File: src/sv/assert_macros.svh
// Assertion macros shared by the RTL of the button classifier.
// Depends on nothing; files that check their own logic include it.
`ifndef ASSERT_MACROS_SVH
`define ASSERT_MACROS_SVH

// Concurrent assertion clocked on i_clk, disabled while reset is held.
`define ASSERT_CLK(label, prop, msg) \
    label: assert property (@(posedge i_clk) disable iff (!i_rst_n) prop) else $error(msg);

// Concurrent assertion clocked on i_clk that is also checked during reset.
`define ASSERT_CLK_ALWAYS(label, prop, msg) \
    label: assert property (@(posedge i_clk) prop) else $error(msg);

`endif

File: src/sv/tbpc_pkg.sv
// Package of the two-button press-and-hold classifier.
// Holds field widths, the classifier state type, register indexes and the
// wrap-around elapsed-time function. Depends on nothing.
package tbpc_pkg;

    // Width of the timestamp field and of the stored stamps.
    localparam int STAMP_W  = 32;
    // Time differences are taken modulo 2^TIME_BITS (16 to 64).
    localparam int TIME_BITS = 32;
    // Width in which the subtraction is carried out before it wraps.
    localparam int DIFF_W   = (TIME_BITS > STAMP_W) ? TIME_BITS : STAMP_W;
    // Width of the configuration data.
    localparam int CFG_W    = 16;

    typedef logic [STAMP_W-1:0]   t_stamp;
    typedef logic [TIME_BITS-1:0] t_elapsed;
    typedef logic [CFG_W-1:0]     t_cfg;

    // Configuration register indexes.
    typedef enum logic {
        REG_PRESS_TIME = 1'b0,
        REG_HOLD_TIME  = 1'b1
    } t_reg_index;

    // Classifier states, encoded as on the switch_state output.
    typedef enum logic [2:0] {
        ST_IDLE          = 3'd0,
        ST_STOP_PRESSED  = 3'd1,
        ST_CYCLE_PRESSED = 3'd2,
        ST_BOTH_PRESSED  = 3'd3,
        ST_STOP_HELD     = 3'd4,
        ST_CYCLE_HELD    = 3'd5,
        ST_BOTH_HELD     = 3'd6
    } t_state;

    localparam logic [CFG_W-1:0] PRESS_TIME_RESET = CFG_W'(50);
    localparam logic [CFG_W-1:0] HOLD_TIME_RESET  = CFG_W'(1000);

    // Time since a stamp, wrapped to TIME_BITS bits.
    function automatic t_elapsed elapsed(input t_stamp now, input t_stamp stamp);
        logic [DIFF_W-1:0] diff;
        diff = DIFF_W'(now) - DIFF_W'(stamp);
        return diff[TIME_BITS-1:0];
    endfunction

endpackage

File: src/sv/two_button_press_hold_classifier.sv
// Top level of the two-button press-and-hold classifier.
// Depends on tbpc_pkg and on assert_macros.svh for its checks.
//
// Usage:
// - Input channel (i_in_valid / o_in_ready) carries one tick: the stop and
//   cycle button levels and the free-running millisecond time.
// - Output channel (o_out_valid / i_out_ready) returns one item per tick:
//   the classifier state, a changed flag and both button levels.
// - Configuration channel (i_cfg_valid / o_cfg_ready) writes press_time
//   (index 0) or hold_time (index 1); it is always ready and is meant to be
//   used only while no tick is in flight.
// - An accepted tick lands in the input register; its result is written
//   to the output register once that register is empty or being taken,
//   which raises o_out_valid.
// - Throughput is one tick per clock while the receiver takes results: the classifier state and stamps are
//   updated in a single pass as the tick moves from input to output register.
// - When the receiver stalls, the result holds and the input register still
//   takes one more tick; after that o_in_ready drops until space frees up.
// - Synchronous reset returns the classifier to idle, clears the stamps and
//   button history and reloads press_time = 50 and hold_time = 1000.
module two_button_press_hold_classifier (
    input  logic                      i_clk,
    input  logic                      i_rst_n,
    // Tick input
    input  logic                      i_in_valid,
    output logic                      o_in_ready,
    input  logic                      i_stop_level,
    input  logic                      i_cycle_level,
    input  logic [tbpc_pkg::STAMP_W-1:0] i_time_now,
    // Result output
    output logic                      o_out_valid,
    input  logic                      i_out_ready,
    output logic [2:0]                o_switch_state,
    output logic                      o_state_changed,
    output logic                      o_stop_coil,
    output logic                      o_cycle_coil,
    // Configuration writes
    input  logic                      i_cfg_valid,
    output logic                      o_cfg_ready,
    input  logic                      i_cfg_index,
    input  logic [tbpc_pkg::CFG_W-1:0] i_cfg_data
);

    // Configuration registers.
    tbpc_pkg::t_cfg r_press_time;
    tbpc_pkg::t_cfg r_hold_time;

    // Input register.
    logic              r_in_valid;
    logic              r_stop;
    logic              r_cycle;
    tbpc_pkg::t_stamp  r_now;

    // Classifier state.
    tbpc_pkg::t_state  r_state;
    tbpc_pkg::t_state  n_state;
    logic              r_stop_was;
    logic              r_cycle_was;
    tbpc_pkg::t_stamp  r_stop_stamp;
    tbpc_pkg::t_stamp  n_stop_stamp;
    tbpc_pkg::t_stamp  r_cycle_stamp;
    tbpc_pkg::t_stamp  n_cycle_stamp;
    tbpc_pkg::t_stamp  r_start_stamp;
    tbpc_pkg::t_stamp  n_start_stamp;
    logic              r_hold_fired;
    logic              n_hold_fired;

    // Output register.
    logic              r_out_valid;
    tbpc_pkg::t_state  r_out_state;
    logic              r_out_changed;
    logic              r_out_stop;
    logic              r_out_cycle;

    logic              advance;
    tbpc_pkg::t_state  raw;
    tbpc_pkg::t_stamp  recent;
    logic              press_met;
    logic              hold_met;

    // The tick in the input register moves on when the output can take it.
    assign advance    = r_in_valid && (!r_out_valid || i_out_ready);
    assign o_in_ready = !r_in_valid || advance;
    assign o_cfg_ready = 1'b1;

    assign o_out_valid     = r_out_valid;
    assign o_switch_state  = r_out_state;
    assign o_state_changed = r_out_changed;
    assign o_stop_coil     = r_out_stop;
    assign o_cycle_coil    = r_out_cycle;

    // Configuration writes.
    always_ff @(posedge i_clk) begin
        if (!i_rst_n) begin
            r_press_time <= tbpc_pkg::PRESS_TIME_RESET;
            r_hold_time  <= tbpc_pkg::HOLD_TIME_RESET;
        end else if (i_cfg_valid) begin
            unique case (tbpc_pkg::t_reg_index'(i_cfg_index))
                tbpc_pkg::REG_PRESS_TIME: r_press_time <= i_cfg_data;
                tbpc_pkg::REG_HOLD_TIME:  r_hold_time  <= i_cfg_data;
                default: ;
            endcase
        end
    end

    // Input register.
    always_ff @(posedge i_clk) begin
        if (!i_rst_n) begin
            r_in_valid <= 1'b0;
        end else if (o_in_ready) begin
            r_in_valid <= i_in_valid;
        end
    end

    always_ff @(posedge i_clk) begin
        if (o_in_ready && i_in_valid) begin
            r_stop  <= i_stop_level;
            r_cycle <= i_cycle_level;
            r_now   <= i_time_now;
        end
    end

    // Press stamps, the current combination, the most recent press and the press and hold checks.
    always_comb begin
        n_stop_stamp  = (r_stop && !r_stop_was) ? r_now : r_stop_stamp;
        n_cycle_stamp = (r_cycle && !r_cycle_was) ? r_now : r_cycle_stamp;

        priority if (r_stop && r_cycle) begin
            raw    = tbpc_pkg::ST_BOTH_PRESSED;
            recent = (n_cycle_stamp > n_stop_stamp) ? n_cycle_stamp : n_stop_stamp;
        end else if (r_stop) begin
            raw    = tbpc_pkg::ST_STOP_PRESSED;
            recent = n_stop_stamp;
        end else if (r_cycle) begin
            raw    = tbpc_pkg::ST_CYCLE_PRESSED;
            recent = n_cycle_stamp;
        end else begin
            raw    = tbpc_pkg::ST_IDLE;
            recent = '0;
        end

        press_met = tbpc_pkg::elapsed(r_now, recent)
                    >= tbpc_pkg::TIME_BITS'(r_press_time);
        hold_met  = tbpc_pkg::elapsed(r_now, r_start_stamp)
                    >= tbpc_pkg::TIME_BITS'(r_hold_time);
    end

    // Next state of the classifier.
    always_comb begin
        n_state       = r_state;
        n_start_stamp = r_start_stamp;
        n_hold_fired  = r_hold_fired;
        unique case (r_state)
            tbpc_pkg::ST_IDLE: begin
                if (raw != tbpc_pkg::ST_IDLE && press_met) begin
                    n_state       = raw;
                    n_start_stamp = recent;
                    n_hold_fired  = 1'b0;
                end
            end
            tbpc_pkg::ST_STOP_PRESSED,
            tbpc_pkg::ST_CYCLE_PRESSED,
            tbpc_pkg::ST_BOTH_PRESSED: begin
                if (raw != r_state) begin
                    n_state       = tbpc_pkg::ST_IDLE;
                    n_start_stamp = '0;
                end else if (!r_hold_fired && hold_met) begin
                    n_hold_fired = 1'b1;
                    unique case (r_state)
                        tbpc_pkg::ST_STOP_PRESSED:  n_state = tbpc_pkg::ST_STOP_HELD;
                        tbpc_pkg::ST_CYCLE_PRESSED: n_state = tbpc_pkg::ST_CYCLE_HELD;
                        default:                    n_state = tbpc_pkg::ST_BOTH_HELD;
                    endcase
                end
            end
            tbpc_pkg::ST_STOP_HELD: begin
                if (!r_stop) n_state = tbpc_pkg::ST_IDLE;
            end
            tbpc_pkg::ST_CYCLE_HELD: begin
                if (!r_cycle) n_state = tbpc_pkg::ST_IDLE;
            end
            tbpc_pkg::ST_BOTH_HELD: begin
                if (!r_stop || !r_cycle) n_state = tbpc_pkg::ST_IDLE;
            end
            default: ;
        endcase
    end

    // Classifier state register, updated once per tick.
    always_ff @(posedge i_clk) begin
        if (!i_rst_n) begin
            r_state       <= tbpc_pkg::ST_IDLE;
            r_stop_was    <= 1'b0;
            r_cycle_was   <= 1'b0;
            r_stop_stamp  <= '0;
            r_cycle_stamp <= '0;
            r_start_stamp <= '0;
            r_hold_fired  <= 1'b0;
        end else if (advance) begin
            r_state       <= n_state;
            r_stop_was    <= r_stop;
            r_cycle_was   <= r_cycle;
            r_stop_stamp  <= n_stop_stamp;
            r_cycle_stamp <= n_cycle_stamp;
            r_start_stamp <= n_start_stamp;
            r_hold_fired  <= n_hold_fired;
        end
    end

    // Output register.
    always_ff @(posedge i_clk) begin
        if (!i_rst_n) begin
            r_out_valid <= 1'b0;
        end else if (advance) begin
            r_out_valid <= 1'b1;
        end else if (i_out_ready) begin
            r_out_valid <= 1'b0;
        end
    end

    always_ff @(posedge i_clk) begin
        if (advance) begin
            r_out_state   <= n_state;
            r_out_changed <= (n_state != r_state);
            r_out_stop    <= r_stop;
            r_out_cycle   <= r_cycle;
        end
    end

    // Checks on the classifier and the result register.
`include "assert_macros.svh"

    `ASSERT_CLK(a_state_only_on_advance, !advance |=> $stable(r_state), "state moved without a tick")
    `ASSERT_CLK(a_held_has_fired, (r_state == tbpc_pkg::ST_STOP_HELD || r_state == tbpc_pkg::ST_CYCLE_HELD || r_state == tbpc_pkg::ST_BOTH_HELD) |-> r_hold_fired, "held state without hold flag")
    `ASSERT_CLK(a_out_drains, (r_out_valid && i_out_ready && !advance) |=> !r_out_valid, "taken result stayed valid")
    `ASSERT_CLK(a_changed_matches, (advance && r_out_valid && i_out_ready) |=> (o_state_changed == ($past(n_state) != $past(r_state))), "changed flag wrong")

endmodule
File: config.mk
export PLATFORM = sky130hd
export DESIGN_NAME = two_button_press_hold_classifier
export DESIGN_NICKNAME = d
export VERILOG_FILES = /design/src/sv/tbpc_pkg.sv /design/src/sv/two_button_press_hold_classifier.sv
export VERILOG_INCLUDE_DIRS = /design/src /design/src/sv
export SDC_FILE = /design/constraint.sdc
export NUM_CORES = 1
export LEC_CHECK = 0
export ABC_CLOCK_PERIOD_IN_PS = 15700
export CAP_MARGIN = 5
export CORE_ASPECT_RATIO = 0.5
export CORE_MARGIN = 2
export CORE_UTILIZATION = 31
export DETAILED_ROUTE_END_ITERATION = 8
export DONT_BUFFER_PORTS = 1
export RECOVER_POWER = 100
export REMOVE_ABC_BUFFERS = 1
export SYNTH_ARGS = -nofsm -noshare
export SYNTH_HDL_FRONTEND = slang
export SYNTH_SLANG_ARGS = --single-unit
File: constraint.sdc
create_clock -name i_clk -period 15.7 [get_ports i_clk]
set_input_delay 1.57 -clock i_clk [delete_from_list [all_inputs] [get_ports i_clk]]
set_output_delay 1.57 -clock i_clk [all_outputs]
set_load 0.02 [all_outputs]
## Word level (Yosys, flattened, before mapping)

Cells that the tools add are included.

- $add $sub $neg: 2
- Order comparisons: 3
- Equality and inequality tests: 12
- Muxes and demuxes: 26
- Bitwise logic cells: 1
- Reduce and logical (&&, ||, !) cells: 26

Operators with widths:

| operator | number |
|---|---|
| 2-to-1 mux 32 bit | 8 |
| greater-or-equal comparator 32 x 16 -> 1 bit | 2 |
| case mux 32 bit (2 select lines) | 1 |
| subtractor 32 bit | 2 |
| > comparator 32 bit | 1 |
| 2-to-1 mux 3 bit | 6 |
| case mux 3 bit (5 select lines) | 1 |
| == test 3 bit (second input constant) | 3 |
| != test 2 bit (second input constant) | 4 |
| logical AND 1 bit | 7 |
| logical NOT 1 bit | 7 |
| == test 3 x 2 -> 1 bit (second input constant) | 2 |
| 2-to-1 mux 2 bit | 3 |
| != test 3 bit | 2 |
| 2-to-1 mux 1 bit | 5 |
| AND reduction 5 bit | 1 |
| case mux 2 bit (2 select lines) | 1 |
| AND reduction 2 bit | 2 |
| AND reduction 4 bit | 1 |
| nonzero test 2 bit | 2 |
| == test 3 x 1 -> 1 bit (second input constant) | 1 |
| logical NOT 3 bit | 1 |
| logical OR 1 bit | 3 |
| nonzero test 3 bit | 1 |
| 3 further kinds | 3 |

- Flip-flop bits (word level): 176
- Logic and storage cells: 88

## Depth between registers and ports, before layout

Gate-level depths: netlist of the first run.

- Word-level depth: 12
- Gate-level depth with buffers: 37

## Least setup slack after synthesis of the first run

OpenSTA, ideal clock, no wires.

- Path type: reg2reg
- Start point: reg r_cycle
- End point: reg r_start_stamp[10]
- Data arrival time: 7.737 ns
- Data required time: 15.583 ns
- Setup slack: 7.846 ns
- Cell stages (with the launch flop): 36
- Path buffers: 5
- Cells stage by stage: edfxtp_1 > nor2b_1 > buf_2 > buf_1 > mux2i_1 > inv_1 > ha_1 > nand4_1 > nor3_1 > nand3_1 > nor4b_1 > or4_1 > o2111ai_1 > clkbuf_1 > o22ai_1 > ha_1 > inv_1 > fa_1 > a21o_1 > a311o_1 > a21oi_1 > nor2_1 > xor2_1 > ha_1 > a21oi_1 > nand2_1 > a2111oi_0 > o311ai_1 > nor3_1 > nand4_1 > or4_4 > nor3_2 > and4b_1 > buf_6 > buf_6 > a22o_1

- Word-level cells in the longest chain between the ends: 10
- Elaborated cells between the ends (all ways): 21
- Those cells by class: add/sub: 1; order compare: 2; eq/ne: 3; mux: 10; reduce/logical: 5

RTL lines:

| what | RTL line | text |
|---|---|---|
| start: declaration | two_button_press_hold_classifier.sv:51 | `logic r_cycle;` |
| start signal: assignment | two_button_press_hold_classifier.sv:118 | `r_cycle <= i_cycle_level;` |
| logical AND 1 bit (*) | two_button_press_hold_classifier.sv:126 | `n_cycle_stamp = (r_cycle && !r_cycle_was) ? r_now : r_cycle_stamp;` |
| 2-to-1 mux 32 bit (*) | two_button_press_hold_classifier.sv:126 |  |
| via n_cycle_stamp[15] | two_button_press_hold_classifier.sv:62 | `tbpc_pkg::t_stamp n_cycle_stamp;` |
| > comparator 32 bit or 2-to-1 mux 32 bit (tied branches) | two_button_press_hold_classifier.sv:130, two_button_press_hold_classifier.sv:134 |  |
| 2-to-1 mux 32 bit, on equally long branches | two_button_press_hold_classifier.sv:130, two_button_press_hold_classifier.sv:131 |  |
| 2-to-1 mux 32 bit (*) | two_button_press_hold_classifier.sv:128 | `priority if (r_stop && r_cycle) begin` |
| subtractor 32 bit | tbpc_pkg.sv:42 | `diff = DIFF_W'(now) - DIFF_W'(stamp);` |
| greater-or-equal comparator 32 x 16 -> 1 bit | two_button_press_hold_classifier.sv:143 | `>= tbpc_pkg::TIME_BITS'(r_press_time);` |
| logical AND 1 bit | two_button_press_hold_classifier.sv:155 | `if (raw != tbpc_pkg::ST_IDLE && press_met) begin` |
| != test 2 bit (no source line) | n/a |  |
| AND reduction 4 bit (no source line) | n/a |  |
| end signal: assignment | two_button_press_hold_classifier.sv:205 | `r_start_stamp <= n_start_stamp;` |
| end: declaration | two_button_press_hold_classifier.sv:63 | `tbpc_pkg::t_stamp r_start_stamp;` |

Mark *: on every way through the listed nets, which the timed path passes. The rest lies on a longest branch. The select of a mux whose other input is x is not followed.
A chain may end at the register's enable or synchronous reset.

## Final worst setup path of the first run

- Start point: reg r_cycle
- End point: reg r_start_stamp[24]

The elaborated chain is that of the path after synthesis.

==> flow_summary_export.csv, run 1 <==
group,metric,value,unit
run_status,outcome,"finished with violations",
run_status,violations,"capacitance limit, slew limit",
worst_setup_path,required,16.04,ns
route,wl_met1,17600,µm
floorplan,fp.dieW,293,µm
worst_setup_path,r2r_end,"r_start_stamp[24]",
floorplan,rows,52,
yosys,synthesis.area,0.0130,mm²
cells_and_area,final_area,0.0139,mm²
floorplan,core_area,0.0408,mm²
clocking,cts_tree,"built",
route,drtIter0Drc,828,
yosys,synth_edf_count,40,
route,drtAntennaViolNets,0,
worst_setup_path,critical_path_arrival,12.15,ns
cells_and_area,finish.net_count,1679,
clocking,cts_made_buffers,17,
worst_setup_path,cp-end-kind,"flip-flop",
yosys,ys.flop_type,"dfxtp_1",
run,cap_viol_max_count,4,
cells_and_area,drive_gt1_frac,0.0305,
timing,rsz0062_at_grt,"false",
floorplan,dieArea,0.0436,mm²
cells_and_area,syn_to_final_growth,7.30,%
place,pre_cts_ws,5.92,ns
timing,worst_pin_slew,3.68,ns
grt,grt_max_degree,107,
timing,fin_crit,11.81,ns
place,dpl.hpwl,27500,µm
grt,grt_pass1_vias,10500,
worst_hold_path,whs_path_depth,2,
place,dpl_cell_area,0.0134,mm²
worst_setup_path,startpoint_type,"flip-flop",
route,vias,11100,
route,vias_per_cell,5.43,
yosys,synthCells,1550,
worst_setup_path,r2r_setup_slack,3.89,ns
yosys,async_flop_share,0,
yosys,synthDistinctLibCells,81,
worst_hold_path,worstHoldStart,"r_hold_time[14]",
timing,clock_skew,0.0154,ns
floorplan,start_util,0.318,
worst_setup_path,r2r-start,"r_cycle",
clocking,clock_latency,0.45,ns
timing,fin_setup_tns,0,ns
worst_setup_path,critPathMaxStageDelay,1.47,ns
clocking,clockBufferDepth,2,
timing,slew_viol_final,203,
pwr,leakagePower,6.17,nW
clocking,path_clk_slew,0.07,ns
floorplan,io_pins,65,
yosys,ys_seq_elements,176,
worst_hold_path,hold_end,"r_hold_time[14]",
clocking,numClockSinks,176,
clocking,cts_resized,0,
yosys,yosys_warnings,0,
worst_setup_path,criticalPathCategory,"flip-flop to flip-flop",
timing,fmax,84.7,MHz
floorplan,die_h,149,µm
clocking,hold_buffers,0,
pwr,power_density,100,mW/mm²
worst_setup_path,path_common_cell,"ha_1",
timing,min_period_over_period,0.752,
pwr,vdd_drop_max,0.0728,mV
clocking,cts_setup_buffers,0,
grt,grt-ovfl-total,0,
worst_setup_path,cp_max_fo,32,
yosys,synth_seq_area_share,0.303,
timing,setup_ws,3.89,ns
cells_and_area,final_cell_mix,"nand2_1 (203), inv_1 (150), dfxtp_1 (136)",
grt,antenna_found_initial,4,
timing,max_slew_margin,-1.45,
route,drt_wl_total,36800,µm
timing,hold_viol,0,
route,wl_per_cell,17.9,µm
clocking,cts_max_level,4,
yosys,avgSynthCellArea,8.36,µm²
route,firstDrtPassIters,5,
worst_setup_path,r2r_cells,33,
cells_and_area,final_common_cell,"nand2_1",
route,wl_met3,2160,µm
grt,grt_usage,0.170,
clocking,clockRootBuffer,"clkbuf_16",
route,met2_length,16400,µm
grt,grt_first_pass_wirelength,58400,µm
worst_hold_path,hold_path.class,"flip-flop to flip-flop",
timing,setup_viol,0,
worst_setup_path,cp_slowest_cell,"clkbuf_1",
place,portBuffers,0,
place,gp_congestion,0.950,
route,top_layer_used,"met5",
route,route.detailed.drc,0,
## where the power goes
part	switching, W	total, W	internal, W
Combinational	0.000278	0.000456	0.000179
Sequential	0.0000241	0.000514	0.000490
Clock	0.000184	0.000419	0.000235
Total	0.000486	0.00139	0.000904
## flip-flops by register name, summed over array words and instances, names as in the netlist, 3 cells and up
name / count
r_hold_time: 16
r_now: 32
o_switch_state: 3
r_cycle_stamp: 32
r_state: 3
r_stop_stamp: 32
r_start_stamp: 32
r_press_time: 16
## layout make-up
type,count,area (µm²)
fillers,4200,26900
clock buffers,25,497
inverters,151,568
multi-input cells,1142,8120
well taps,540,676
repair buffers,9,52.6
diodes,2,5.00
clock inverters,6,58.8
flip-flops and latches,176,3920
## cell usage after synthesis (8+ instances only)
cell         n  area [µm²]
nor2_1      64         240
a21oi_1     95         475
nand2b_1    12        75.1
o21bai_1    10        75.1
ha_1       124        1550
nand2_1    203         762
o21ai_0     53         265
and3_1      14        87.6
edfxtp_1    40        1200
o21a_1      16         120
xnor2_1     27         236
a211oi_1    13        97.6
o21ai_1     11        55.1
clkbuf_1    60         225
o22ai_1     33         206
nand3_1     28         140
a21boi_0    34         255
nor3_1      21         105
o211a_1     65         651
nand4_1     28         175
buf_1       11        41.3
xor2_1      18         158
a22o_1      34         298
mux2i_1     68         681
nor2b_1      8        50.1
o211ai_1    21         158
a21o_1      27         203
dfxtp_1    136        2720
inv_1      150         563
a2111oi_0   10        87.6
## per-layer routing
metal / vias to the layer above / global-route usage
met3: 34 / 0.0296
li1: 5542 / -
met5: - / 0
met4: 4 / 0.0415
met1: 5286 / 0.237
met2: 276 / 0.271
## how the worst max path moves through the flow
stage | endpoint | from | cells after the start
after CTS | r_start_stamp[26] | r_cycle | 33
after global placement | r_start_stamp[12] | r_cycle | 33
final | r_start_stamp[24] | r_cycle | 33
after global routing | r_start_stamp[8] | r_cycle | 33
after detailed placement | r_start_stamp[11] | r_cycle | 33
after floorplan | r_start_stamp[0] | r_stop | 29
## through the flow
step	total power [W]	hold slack, ns	util	cells
floorplan	0.000855	0.442	-	1469
global placement	0.000971	0.452	0.328	2018
detailed placement	0.000972	0.457	0.328	2018
CTS	0.00139	0.467	0.342	2049
global route	0.00147	0.490	0.341	2049
finish	0.00139	0.464	0.341	2051
## worst max-delay path, delay by kind of cell, from the launching register on
| family | cells | cell delay (ns) |
|---|---|---|
| AND/OR/NAND/NOR | 13 | 4.75 |
| AO/OA/AOI/OAI | 9 | 2.28 |
| buffers and inverters | 5 | 2.16 |
| adder cells (fa/ha/maj) | 4 | 1.26 |
| flip-flops | 1 | 0.65 |
| multiplexers | 1 | 0.39 |
| XOR/XNOR | 1 | 0.15 |
## cells by family (layout without fill, tap and decap cells)
family,Yosys count,after routing,synth area share
buffers and inverters,232,191,0.0703
and+or+nand+nor,416,416,0.148
adders and majority gates,126,126,0.123
xor gates and xnor gates,45,45,0.0304
other,1,3,0.000289
muxes,70,70,0.0543
DFF,176,176,0.303
AOI/OAI and AO/OA,484,484,0.271
Note: power is estimated with default switching activity, not from simulation.
==> run 2, diff against run 1 <==
--- a/config.mk
+++ b/config.mk
@@ -6,7 +6,7 @@
 export SDC_FILE = /design/constraint.sdc
 export NUM_CORES = 1
 export LEC_CHECK = 0
-export ABC_CLOCK_PERIOD_IN_PS = 15700
+export ABC_CLOCK_PERIOD_IN_PS = 9470
 export CAP_MARGIN = 5
 export CORE_ASPECT_RATIO = 0.5
 export CORE_MARGIN = 2
==> constraint.sdc (replaced) <==
create_clock -name i_clk -period 9.47 [get_ports i_clk]
set_input_delay 0.947 -clock i_clk [delete_from_list [all_inputs] [get_ports i_clk]]
set_output_delay 0.947 -clock i_clk [all_outputs]
set_load 0.02 [all_outputs]
==> run 2 against run 1 <==
Net effect:
- the flow still finishes with violations (capacitance limit, slew limit)
- fmax up 35%
- non-clock buffer count up 4
- final cell count up 0.24%
- hold slack better by 0.0014 ns
- sequential share of layout area down 0.15 points
- first-iteration DRC count up 33%
- critical path depth down 2
- largest power group unchanged
- combinational power up 70%
==> flow_summary_export.csv, run 2 (same netlist as run 1, synthesis figures left out) <==
group,metric,value,unit
cells_and_area,final_common_cell,"nand2_1",
worst_setup_path,worstSetupEndpoint,"r_start_stamp[20]",
grt,use_met1,0.244,
pwr,vdd_drop_max,0.116,mV
timing,setup_viol,0,
route,wl_per_cell,18.2,µm
floorplan,fp.dieW,293,µm
floorplan,rows,52,
route,firstDrtPassIters,6,
cells_and_area,finish.net_count,1683,
run_status,outcome,"finished with violations",
place,dpl.hpwl,28000,µm
worst_setup_path,r2r_end,"r_start_stamp[20]",
pwr,leakagePower,6.20,nW
clocking,clockRootBuffer,"clkbuf_16",
pwr,swShare,0.369,
worst_setup_path,r2r-start,"r_cycle_was",
place,pre_cts_ws,0.378,ns
clocking,clock_latency,0.46,ns
timing,max_slew_margin,-1.23,
worst_setup_path,r2r_cells,31,
worst_setup_path,critPathMaxStageDelay,0.62,ns
place,portBuffers,0,
route,vias,11200,
timing,min_period_over_period,0.924,
pwr,power_density,167,mW/mm²
run,cap_viol_max_count,3,
worst_setup_path,cp-end-kind,"flip-flop",
pwr,seq_power_share,0.366,
grt,grt_usage,0.174,
worst_setup_path,crit_start,"r_cycle_was",
timing,fin_setup_tns,0,ns
route,drtAntennaViolNets,0,
pwr,p_clk_frac,0.302,
route,drtIter0Drc,1102,
worst_setup_path,cp_max_fo,35,
grt,grt_max_degree,107,
place,gp_congestion,0.910,
timing,clock_skew,0.0158,ns
pwr,internal_power,0.00147,W
route,route.detailed.drc,0,
worst_setup_path,required,9.81,ns
clocking,cts_tree,"built",
clocking,numClockSinks,176,
pwr,p_sw,0.000858,W
floorplan,core_area,0.0408,mm²
clocking,path_clk_slew,0.07,ns
grt,met3_usage,0.0263,
timing,setup_ws,0.717,ns
pwr,totalPowerFinal,0.00233,W
clocking,clockBufferDepth,2,
timing,hold_viol,0,
cells_and_area,n_fill_cell,4202,
floorplan,io_pins,65,
route,drt_wl_total,37500,µm
grt,grt-ovfl-total,0,
cells_and_area,utilization,0.343,
worst_hold_path,hold_path.class,"flip-flop to flip-flop",
cells_and_area,syn_to_final_growth,7.86,%
run_status,violations,"capacitance limit, slew limit",
clocking,cts_max_level,4,
clocking,cts_made_buffers,17,
timing,fin_crit,8.75,ns
timing,fmax,114,MHz
floorplan,start_util,0.318,
worst_setup_path,criticalPathCategory,"flip-flop to flip-flop",
cells_and_area,layout.cells.non_filler,2056,
timing,worst_pin_slew,3.34,ns
worst_setup_path,startpoint_type,"flip-flop",
grt,antenna_found_initial,4,
place,place_inst,2020,
cells_and_area,drive_gt1_frac,0.0390,
worst_setup_path,cp_slowest_cell,"or4_1",
pwr,pwr-share-comb,0.332,
grt,use_met2,0.278,
timing,rsz0062_at_grt,"false",
worst_setup_path,r2r_setup_slack,0.72,ns
timing,slew_viol_final,178,
floorplan,dieArea,0.0436,mm²
grt,grt_busiest_layer,"met2",
grt,grt_first_pass_wirelength,59100,µm
route,vias_per_cell,5.43,
cells_and_area,final_cell_mix,"nand2_1 (203), inv_1 (150), dfxtp_1 (136)",
grt,grt_pass1_vias,10400,
worst_setup_path,critical_path_arrival,9.10,ns
floorplan,die_h,149,µm
## run 2: worst min path at each step
stage / start / cells after the start / slack (ns) / to
6_report: r_press_time[2] / 2 / 0.47 / r_press_time[2]
5_1_grt: r_press_time[7] / 2 / 0.49 / r_press_time[7]
4_1_cts: r_hold_time[13] / 2 / 0.47 / r_hold_time[13]
3_5_place_dp: r_start_stamp[11] / 1 / 0.46 / r_start_stamp[11]
3_3_place_gp: r_press_time[2] / 2 / 0.45 / r_press_time[2]
2_1_floorplan: r_start_stamp[10] / 1 / 0.44 / r_start_stamp[10]
## run 2: layer usage
| metal | up-vias | part of all wire | routed length [µm] |
|---|---|---|---|
| li1 | 5555 | - | - |
| met1 | 5315 | 0.49 | 18400 |
| met2 | 248 | 0.45 | 16800 |
| met3 | 37 | 0.047 | 1740 |
| met4 | 4 | 0.014 | 539 |
| met5 | - | 0.00072 | 27 |
## run 2: what timing repair did
item,CTS,global route
setup buffers,0,2
gates resized for setup,0,1
setup endpoints to repair,0,37
hold buffers,0,0
## run 2: final cells by class
cell class	count	area, µm²	area share
Clock buffer	18	450	0.0322
Sequential cell	176	3920	0.281
Inverter	151	568	0.0406
Timing Repair Buffer	13	91.3	0.00653
Antenna cell	2	5.00	0.000358
Clock inverter	14	116	0.00833
Multi-Input combinational cell	1142	8150	0.583
Tap cell	540	676	0.0483
## run 2: power by group through the flow
stage	combinational [W]	clock [W]	sequential, W
final	0.000774	0.000702	0.000852
after global routing	0.000862	0.000748	0.000857
after CTS	0.000762	0.000717	0.000851
after detailed placement	0.000756	0	0.000868
after global placement	0.000753	0	0.000867
after floorplan	0.000565	0	0.000853
## run 2: worst max-delay path: cells and delay by family, from the launching register on
| kind | cells | cell delay (ns) |
|---|---|---|
| AOI/OAI and AO/OA | 13 | 3.21 |
| xor gates and xnor gates | 1 | 0.18 |
| adders and majority gates | 3 | 0.84 |
| buffers and inverters | 4 | 0.76 |
| DFF | 1 | 0.36 |
| muxes | 1 | 0.34 |
| and+or+nand+nor | 9 | 2.82 |
## run 2: per-stage QoR
stage / hold WS, ns / cell area (µm²)
final: 0.465 / 14000
after global routing: 0.486 / 14000
after CTS: 0.469 / 14000
after detailed placement: 0.458 / 13400
after global placement: 0.452 / 13400
after floorplan: 0.442 / 12600
==> run 3, diff against run 2 <==
--- a/config.mk
+++ b/config.mk
@@ -9,7 +9,6 @@
 export ABC_CLOCK_PERIOD_IN_PS = 9470
 export CAP_MARGIN = 5
 export CORE_ASPECT_RATIO = 0.5
-export CORE_MARGIN = 2
 export CORE_UTILIZATION = 31
 export DETAILED_ROUTE_END_ITERATION = 8
 export DONT_BUFFER_PORTS = 1
==> run 3 against run 2 <==
Net effect:
- hold slack got worse by 0.0016 ns
- global-route usage increased by 0.12 points
- core utilization increased by 0.11 points
- largest cell class unchanged
- setup slack got worse by 0.074 ns
- the run still ends with capacitance limit, slew limit left
- critical path depth increased by 2
- total power increased by 0.62%
- first-iteration DRC count decreased by 9.5%
- sequential share of layout area decreased by 0.090 points
- die area decreased by 2.0%
- fmax decreased by 0.84%
- clock skew decreased by 0.0060 ns
- cell area increased by 0.32%
- largest power group unchanged
- highest routed layer unchanged
==> flow_summary_export.csv, run 3 (same netlist as run 1, synthesis figures left out) <==
group,metric,value,unit
worst_setup_path,cp-end-kind,"flip-flop",
worst_setup_path,criticalPathCategory,"flip-flop to flip-flop",
worst_setup_path,cp_num_buf_inv,5,
floorplan,dieArea,0.0427,mm²
route,vias_per_cell,5.50,
run_status,violations,"capacitance limit, slew limit",
timing,hold_viol,0,
floorplan,fp.dieW,291,µm
clocking,clockBufferDepth,2,
pwr,leakagePower,6.22,nW
grt,grt-ovfl-total,0,
route,vias,11300,
timing,fmax,113,MHz
cells_and_area,syn_to_final_growth,8.21,%
route,drtIter0Drc,997,
worst_setup_path,cp_slowest_cell,"or4_4",
timing,worst_pin_slew,2.89,ns
grt,grt_max_degree,107,
floorplan,io_pins,65,
grt,grt_first_pass_wirelength,58500,µm
worst_setup_path,critPathMaxStageDelay,0.56,ns
floorplan,start_util,0.318,
clocking,clockRootBuffer,"clkbuf_16",
route,drtAntennaViolNets,0,
grt,antenna_found_initial,4,
clocking,path_clk_slew,0.07,ns
place,portBuffers,0,
timing,max_slew_margin,-0.923,
cells_and_area,final_cell_mix,"nand2_1 (203), inv_1 (150), dfxtp_1 (136)",
worst_setup_path,critical_path_arrival,9.17,ns
cells_and_area,final_common_cell,"nand2_1",
clocking,numClockSinks,176,
run,cap_viol_max_count,3,
place,dpl.hpwl,28500,µm
pwr,totalPowerFinal,0.00234,W
floorplan,rows,52,
clocking,cts_setup_buffers,0,
timing,clock_skew,0.00986,ns
cells_and_area,final_area,0.0140,mm²
timing,fin_crit,8.83,ns
timing,rsz0062_at_grt,"false",
cells_and_area,finish.net_count,1688,
cells_and_area,drive_gt1_frac,0.0389,
grt,grt_pass1_vias,10400,
clocking,cts_max_level,4,
route,wl_per_cell,18.3,µm
floorplan,core_area,0.0408,mm²
run_status,outcome,"finished with violations",
timing,min_period_over_period,0.932,
place,dpl_cell_area,0.0135,mm²
worst_setup_path,startpoint_type,"flip-flop",
worst_setup_path,critical-path-top-delay-family,"simple AND/OR/NAND/NOR gates",
route,route.detailed.drc,0,
clocking,cts_tree,"built",
timing,slew_viol_final,178,
timing,setup_viol,0,
clocking,clock_latency,0.45,ns
worst_setup_path,required,9.81,ns
floorplan,die_h,147,µm
clocking,cts_made_buffers,17,
route,firstDrtPassIters,5,
pwr,power_density,167,mW/mm²
place,gp_congestion,0.927,
worst_setup_path,cp_max_fo,32,
pwr,vdd_drop_max,0.114,mV
worst_hold_path,hold_path.class,"flip-flop to flip-flop",
grt,grt_usage,0.175,
route,drt_wl_total,37700,µm
==> run 3: where the power goes <==
group / switching [W] / total (W) / internal, W
clock: 0.000305 / 0.000716 / 0.000412
combinational: 0.000474 / 0.000774 / 0.000300
sequential: 0.0000393 / 0.000852 / 0.000813
total: 0.000818 / 0.00234 / 0.00152
==> run 3: final timing paths <==
| kind | startpoint | end | slack [ns] | depth (start not counted) |
|---|---|---|---|---|
| min | r_hold_time[1] | r_hold_time[1] | 0.46 | 2 |
| max | r_cycle | r_start_stamp[0] | 0.64 | 33 |
| max reg2reg | r_cycle | r_start_stamp[0] | 0.64 | 33 |
| min reg2reg | r_hold_time[1] | r_hold_time[1] | 0.46 | 2 |
==> run 3: worst reg2reg max path, delay by kind of cell, from the launching register on <==
family	cells	cell delay, ns
fa+ha+maj	4	1.25
buf+inv	5	0.85
flops	1	0.35
mux	1	0.24
compound gates	9	2.76
xor+xnor	1	0.15
simple gates	13	3.15
==> run 3: layer usage <==
layer | share of wire | GRT usage | up-vias | routed length (µm)
li1 | - | - | 5569 | -
met3 | 0.053 | 0.0308 | 37 | 2010
met1 | 0.49 | 0.243 | 5438 | 18300
met4 | 0.014 | 0.0447 | 4 | 529
met5 | 0.00072 | 0 | - | 27
met2 | 0.45 | 0.279 | 272 | 16800
==> run 3: layout make-up <==
type / count / area (µm²)
diodes: 2 / 5.00
clock buffers: 20 / 437
flip-flops and latches: 176 / 3920
multi-input cells: 1142 / 8140
inverters: 151 / 568
clock inverters: 11 / 141
well taps: 540 / 676
fillers: 4225 / 26800
repair buffers: 18 / 129
==> run 3: what timing repair did <==
item,CTS,global route
gates resized for setup,0,1
hold buffers,0,0
endpoints found under the setup margin,0,23
==> run 3: stage by stage <==
step	hold WS [ns]	setup TNS, ns	worst slack, ns	utilization	std cells
floorplan	0.442	-30.07	-0.867	-	1469
global placement	0.452	0	0.691	0.330	2027
detailed placement	0.457	0	0.456	0.330	2027
CTS	0.466	0	0.441	0.344	2058
global route	0.490	0	0.0305	0.344	2058
finish	0.464	0	0.643	0.344	2060
